$ cat config.mk
export PLATFORM = sky130hd
export DESIGN_NAME = dmi_div
export DESIGN_NICKNAME = d
export VERILOG_FILES = /design/src/rtl/dmi_pkg.sv /design/src/rtl/dmi_div.sv
export SDC_FILE = /design/constraint.sdc
export NUM_CORES = 1
export LEC_CHECK = 0
export BUFFER_PORTS_ARGS = -buffer_cell sky130_fd_sc_hd__buf_2
export CAP_MARGIN = 5
export CORE_MARGIN = 10
export CORE_UTILIZATION = 50
export DETAILED_ROUTE_END_ITERATION = 6
export PLACE_DENSITY = 0.75
export SYNTH_ARGS = -nofsm -noshare
export SYNTH_HDL_FRONTEND = slang
export SYNTH_SLANG_ARGS = --single-unit
$ cat constraint.sdc
create_clock -name clk -period 12.7 [get_ports clk]
set_input_delay 1.27 -clock clk [delete_from_list [all_inputs] [get_ports clk]]
set_output_delay 1.27 -clock clk [all_outputs]
set_load 0.01 [all_outputs]
$ cat src/rtl/dmi_pkg.sv
// ----------------------------------------------------------------------------
// dmi_pkg: shared types and constants
// Fixed field widths, percent scaling, state encodings and the records that
// pass between the controller, the divider and the window memory.
// ----------------------------------------------------------------------------
package dmi_pkg;

	// Field widths
	localparam int PRICE_W  = 32;
	localparam int PCT_W    = 23;
	localparam int PERIOD_W = 7;

	// Percent format: Q7.16, 100.0 percent is 100 << 16
	localparam int             PCT_FRAC = 16;
	localparam logic [PCT_W-1:0] PCT_FULL = 23'd6553600;

	// Reset window length
	localparam logic [PERIOD_W-1:0] PERIOD_RESET = 7'd14;

	// Divider produces PCT_W quotient bits, one per step
	localparam int DIV_CNT_W = $clog2(PCT_W);

	// One window entry: true range, +DM, -DM and DX of one bar
	typedef struct packed {
		logic [PRICE_W-1:0] tr;
		logic [PRICE_W-1:0] pdm;
		logic [PRICE_W-1:0] ndm;
		logic [PCT_W-1:0]   dx;
	} ring_word_t;

	// Window memory control
	typedef struct packed {
		logic rd_en;
		logic wr_en;
	} ring_ctrl_t;

	// Divider request and response
	typedef struct packed {
		logic start;
		logic scale;   // 1: quotient of num * 100.0 percent, 0: plain quotient
	} div_req_t;

	typedef struct packed {
		logic             done;
		logic [PCT_W-1:0] quot;
	} div_rsp_t;

	// Division sequence of one bar
	typedef enum logic [1:0] {
		OP_PDI,
		OP_NDI,
		OP_DX,
		OP_ADX
	} div_op_t;

	// Divider states
	typedef enum logic [2:0] {
		DIV_IDLE,
		DIV_SCALE,
		DIV_CHECK,
		DIV_ITER,
		DIV_DONE
	} div_state_t;

	// Controller states
	typedef enum logic [3:0] {
		ST_IDLE,
		ST_MOVE,
		ST_SUB,
		ST_ADD,
		ST_DIV_START,
		ST_DIV_WAIT,
		ST_DX_PREP,
		ST_DX_ADD,
		ST_OUT
	} top_state_t;

endpackage

$ cat src/rtl/dmi_div.sv
// ----------------------------------------------------------------------------
// dmi_div: shared restoring divider
// Radix-2 restoring divider, one quotient bit per cycle. In scaled mode the
// dividend is num * 100 << 16; the quotient saturates at 100.0 percent.
// ----------------------------------------------------------------------------
module dmi_div #(
	parameter int NUM_W = 38
) (
	input  logic                clk,
	input  logic                arst_n,
	input  dmi_pkg::div_req_t   req,
	input  logic [NUM_W-1:0]    num,
	input  logic [NUM_W-1:0]    den,
	output dmi_pkg::div_rsp_t   rsp
);
	import dmi_pkg::*;

	localparam int LOW_SCALE_W = PCT_W - PCT_FRAC;  // low bits of num * 100 below bit 23

	div_state_t             state_q, state_d;
	logic [NUM_W-1:0]       num_q, den_q, hi_q, rem_q;
	logic [PCT_W-1:0]       lo_q, quot_q;
	logic [DIV_CNT_W-1:0]   cnt_q;
	logic                   scale_q;
	logic [NUM_W+6:0]       wide, prod;
	logic [NUM_W:0]         trial, diff;
	logic                   ge;

	// num * 100 as shift-add
	assign wide = {7'b0, num_q};
	assign prod = (wide << 6) + (wide << 5) + (wide << 2);

	// one restoring step
	assign trial = {rem_q, lo_q[PCT_W-1]};
	assign ge    = trial >= {1'b0, den_q};
	assign diff  = trial - {1'b0, den_q};

	// state register
	always_ff @(posedge clk or negedge arst_n) begin
		if (!arst_n) begin
			state_q <= DIV_IDLE;
		end else begin
			state_q <= state_d;
		end
	end

	// next state and response
	always_comb begin
		state_d  = state_q;
		rsp.done = 1'b0;
		rsp.quot = (quot_q > PCT_FULL) ? PCT_FULL : quot_q;
		case (state_q)
			DIV_IDLE: begin
				if (req.start) state_d = DIV_SCALE;
			end
			DIV_SCALE: state_d = DIV_CHECK;
			DIV_CHECK: begin
				state_d = (hi_q >= den_q) ? DIV_DONE : DIV_ITER;
			end
			DIV_ITER: begin
				if (cnt_q == '0) state_d = DIV_DONE;
			end
			DIV_DONE: begin
				rsp.done = 1'b1;
				state_d  = DIV_IDLE;
			end
			default: state_d = DIV_IDLE;
		endcase
	end

	// datapath
	always_ff @(posedge clk) begin
		case (state_q)
			DIV_IDLE: begin
				num_q   <= num;
				den_q   <= den;
				scale_q <= req.scale;
			end
			DIV_SCALE: begin
				if (scale_q) begin
					hi_q <= prod[NUM_W+6:LOW_SCALE_W];
					lo_q <= {prod[LOW_SCALE_W-1:0], {PCT_FRAC{1'b0}}};
				end else begin
					hi_q <= num_q >> PCT_W;
					lo_q <= num_q[PCT_W-1:0];
				end
			end
			DIV_CHECK: begin
				// quotient at or above 2^23 saturates at once
				quot_q <= (hi_q >= den_q) ? PCT_FULL : '0;
				rem_q  <= hi_q;
				cnt_q  <= DIV_CNT_W'(PCT_W - 1);
			end
			DIV_ITER: begin
				rem_q  <= ge ? diff[NUM_W-1:0] : trial[NUM_W-1:0];
				quot_q <= {quot_q[PCT_W-2:0], ge};
				lo_q   <= lo_q << 1;
				cnt_q  <= cnt_q - DIV_CNT_W'(1);
			end
			default: ;
		endcase
	end

endmodule

==> results.yml <==
run_status:
  status: "complete, no violations"
clocking:
  cts_buffers: 25
  cts_resized: 0
  path_clk_slew_ns: 0.06
  cts_root_buffer: "clkbuf_16"
  cts_tree: "built"
  postCtsHoldBufs: 0
  clkLatencyLatePin_ns: 0.54
  cts_setup_buffers: 0
  cts_buffer_depth: 3
  cts_sinks: 207
  htreeDepth: 1
layout:
  final_net_count: 1613
  drive_above_1_share_pct: 13.9
  syn2layout_area_growth_pct: 12.8
  diodes: 0
  utilization_pct: 57.4
setup_path:
  path_cells: "or4_1, o41ai_1, a21oi_1, buf_4, or2_2, buf_2"
  r2r_slack_ns: 9.00
  crit_path_end_kind: "primary output"
  r2r.worst_path.cells: 11
  critPathLaunchType: "register"
  r2r_start: "num_q[8]"
  crit_slowest_cell: "or4_1"
  crit_type: "reg2out"
  worst_ep_required_time_ns: 11.43
  crit_fanout: 12
  crit_buf_inv: 2
  critPathArrivalTime_ns: 2.69
  cpPeakStageDelay_ns: 0.53
  rr_endpoint: "hi_q[30]"
  cpLargestDelayFamily: "simple AND/OR/NAND/NOR gates"
global_routing:
  antenna_found_initial: 0
  grt_pass1_vias: 10200
  met2_usage_pct: 30.9
  grt_usage_pct: 19.1
  overflow: 0
  grt_pass1_wl_um: 52900
  grtUsageMet3_pct: 3.02
  grt_max_degree: 72
  grt-busiest-layer: "met2"
  grt_use_met1_pct: 25.3
logic_synthesis:
  syn_nets: 1517
  synthCells: 1281
  ys_ff_latch: 207
  synth-seq-area-share_pct: 45.1
  avgSynthCellArea_um2: 10.7
  synth.distinct_cells: 73
  ys_async_sr_fraction_pct: 1.45
  synth_edf_count: 204
  yosysWarningCount: 0
  synthesis.area_um2: 13800
  synth_ff_type: "edfxtp_1"
place:
  gp_congestion: 0.894
  io_buffers: 103
  post-dp-hpwl_um: 24800
hold_path:
  hold_class: "reg2reg"
  hold_end: "lo_q[12]"
  hp-start: "lo_q[11]"
  min_delay_path_depth: 2
sta:
  whs_ns: 0.512
  post-route-period-util_pct: 31.1
  tightest_slew_ns: 1.09
  skew_ns: 0.0117
  rsz0062_at_grt: "no"
  fmax_mhz: 253
  hold_viol_final: 0
  finalSetupViolations: 0
  setup_tns_ns: 0
  drv_slew: 0
  min_period_ns: 3.96
  slew_headroom_pct: 27.0
floorplan:
  rows: 60
  core_area_um2: 27000
  die_x_um: 186
  io_pins: 104
  die_h_um: 186
  initial_core_util_pct: 50.9
  dieArea_um2: 34600
routing:
  via_per_inst: 5.82
  drc_errors: 0
  drtIter0Drc: 816
  first_pass_iters: 7
  drt-total-wl_um: 33000
  num_vias: 10100
  ant_nets: 0
  wl_per_cell_um: 19.0
job:
  cap_violations: 0
-- area by class of cell --
class                      instances  area (um^2)
clock buffer                      28          657
timing repair buffer             112          583
inverter                          61          229
fill                            2287        11500
multi-input combinational        970         7180
tap                              341          427
sequential                       207         6200
clock inverter                    18          240
-- worst max-delay path by stage --
| stage | end | slack [ns] | startpoint | cells past startpoint |
|---|---|---|---|---|
| after floorplan | den_q[0] | 6.24 | state_q[0] | 2 |
| after global placement | hi_q[30] | 9.11 | num_q[2] | 11 |
| after detailed placement | hi_q[34] | 9.02 | num_q[8] | 11 |
| after CTS | rsp[18] | 8.74 | quot_q[17] | 6 |
| after global routing | rsp[18] | 8.59 | quot_q[0] | 6 |
| final | rsp[18] | 8.74 | quot_q[17] | 6 |
-- state kept, by name, summed over array words and instances (netlist names) --
register	count
state_q	3
cnt_q	5
quot_q	23
lo_q	23
num_q	38
hi_q	38
den_q	38
scale_q	1
rem_q	38
-- per-stage QoR --
step | instances | setup WS [ns] | instance area [um^2]
global placement | 1691 | 9.11 | 14600
detailed placement | 1691 | 9.02 | 14600
floorplan | 1281 | 6.24 | 13800
CTS | 1737 | 8.74 | 15500
global route | 1737 | 8.59 | 15500
finish | 1737 | 8.74 | 15500
-- routing by layer --
metal	routed length (um)	vias to the layer above
li1	-	4940
met1	14400	4798
met2	15500	314
met3	1990	66
met4	1200	0
met5	0	-
-- kinds of logic (layout without fill, tap and decap cells) --
family | count (synthesis) | after routing | synth area share, %
adders and majority gates | 156 | 156 | 16.2
xor gates and xnor gates | 69 | 69 | 4.39
muxes | 20 | 20 | 1.58
DFF | 207 | 207 | 45.1
and+or+nand+nor | 385 | 385 | 13.5
AOI/OAI and AO/OA | 340 | 340 | 16.3
buffers and inverters | 104 | 219 | 2.97
-- cells in the final DEF, fill, tap and decap left out, types with 14 or more instances in the layout --
cell       netlist  layout
nand4_1         18      18
o211ai_1        21      21
and3_1          32      32
fa_1            36      36
edfxtp_1       204     204
inv_1           61      61
o21ai_0         41      41
xnor2_1         33      33
mux2_2          14      14
nor2b_1         27      24
nand3_1         38      38
clkbuf_16        0      25
nor2_1          85      85
xor2_1          36      36
a21oi_1        114     114
a21o_1          70      70
nand2_1        121     120
buf_2            3     103
ha_1           120     120
-- Yosys cell counts (6+ instances only) --
cell type | number | area [um^2]
a211oi_1 | 9 | 67.6
a21o_1 | 70 | 526
a21oi_1 | 114 | 571
a31oi_1 | 12 | 75.1
and2_1 | 11 | 68.8
and3_1 | 32 | 200
buf_1 | 8 | 30.0
clkbuf_1 | 29 | 109
edfxtp_1 | 204 | 6130
fa_1 | 36 | 721
ha_1 | 120 | 1500
inv_1 | 61 | 229
mux2_2 | 14 | 158
mux2i_1 | 6 | 60.1
nand2_1 | 121 | 454
nand2b_1 | 10 | 62.6
nand3_1 | 38 | 190
nand4_1 | 18 | 113
nor2_1 | 85 | 319
nor2b_1 | 27 | 169
nor3_1 | 12 | 60.1
o211ai_1 | 21 | 158
o21a_1 | 11 | 82.6
o21ai_0 | 41 | 205
o21bai_1 | 12 | 90.1
or3_1 | 7 | 43.8
xnor2_1 | 33 | 289
xor2_1 | 36 | 315
-- worst reg2reg max path, delay by kind of cell (launching register included) --
| family | cells | cell delay [ns] |
|---|---|---|
| AO/OA/AOI/OAI | 7 | 1.81 |
| adder cells (fa/ha/maj) | 2 | 0.92 |
| flip-flops | 1 | 0.49 |
| XOR/XNOR | 1 | 0.16 |
| AND/OR/NAND/NOR | 1 | 0.05 |
Power is left out: the tool's default activity adds up to more than one toggle a clock period on the data nets, which glitch-free logic cannot reach.
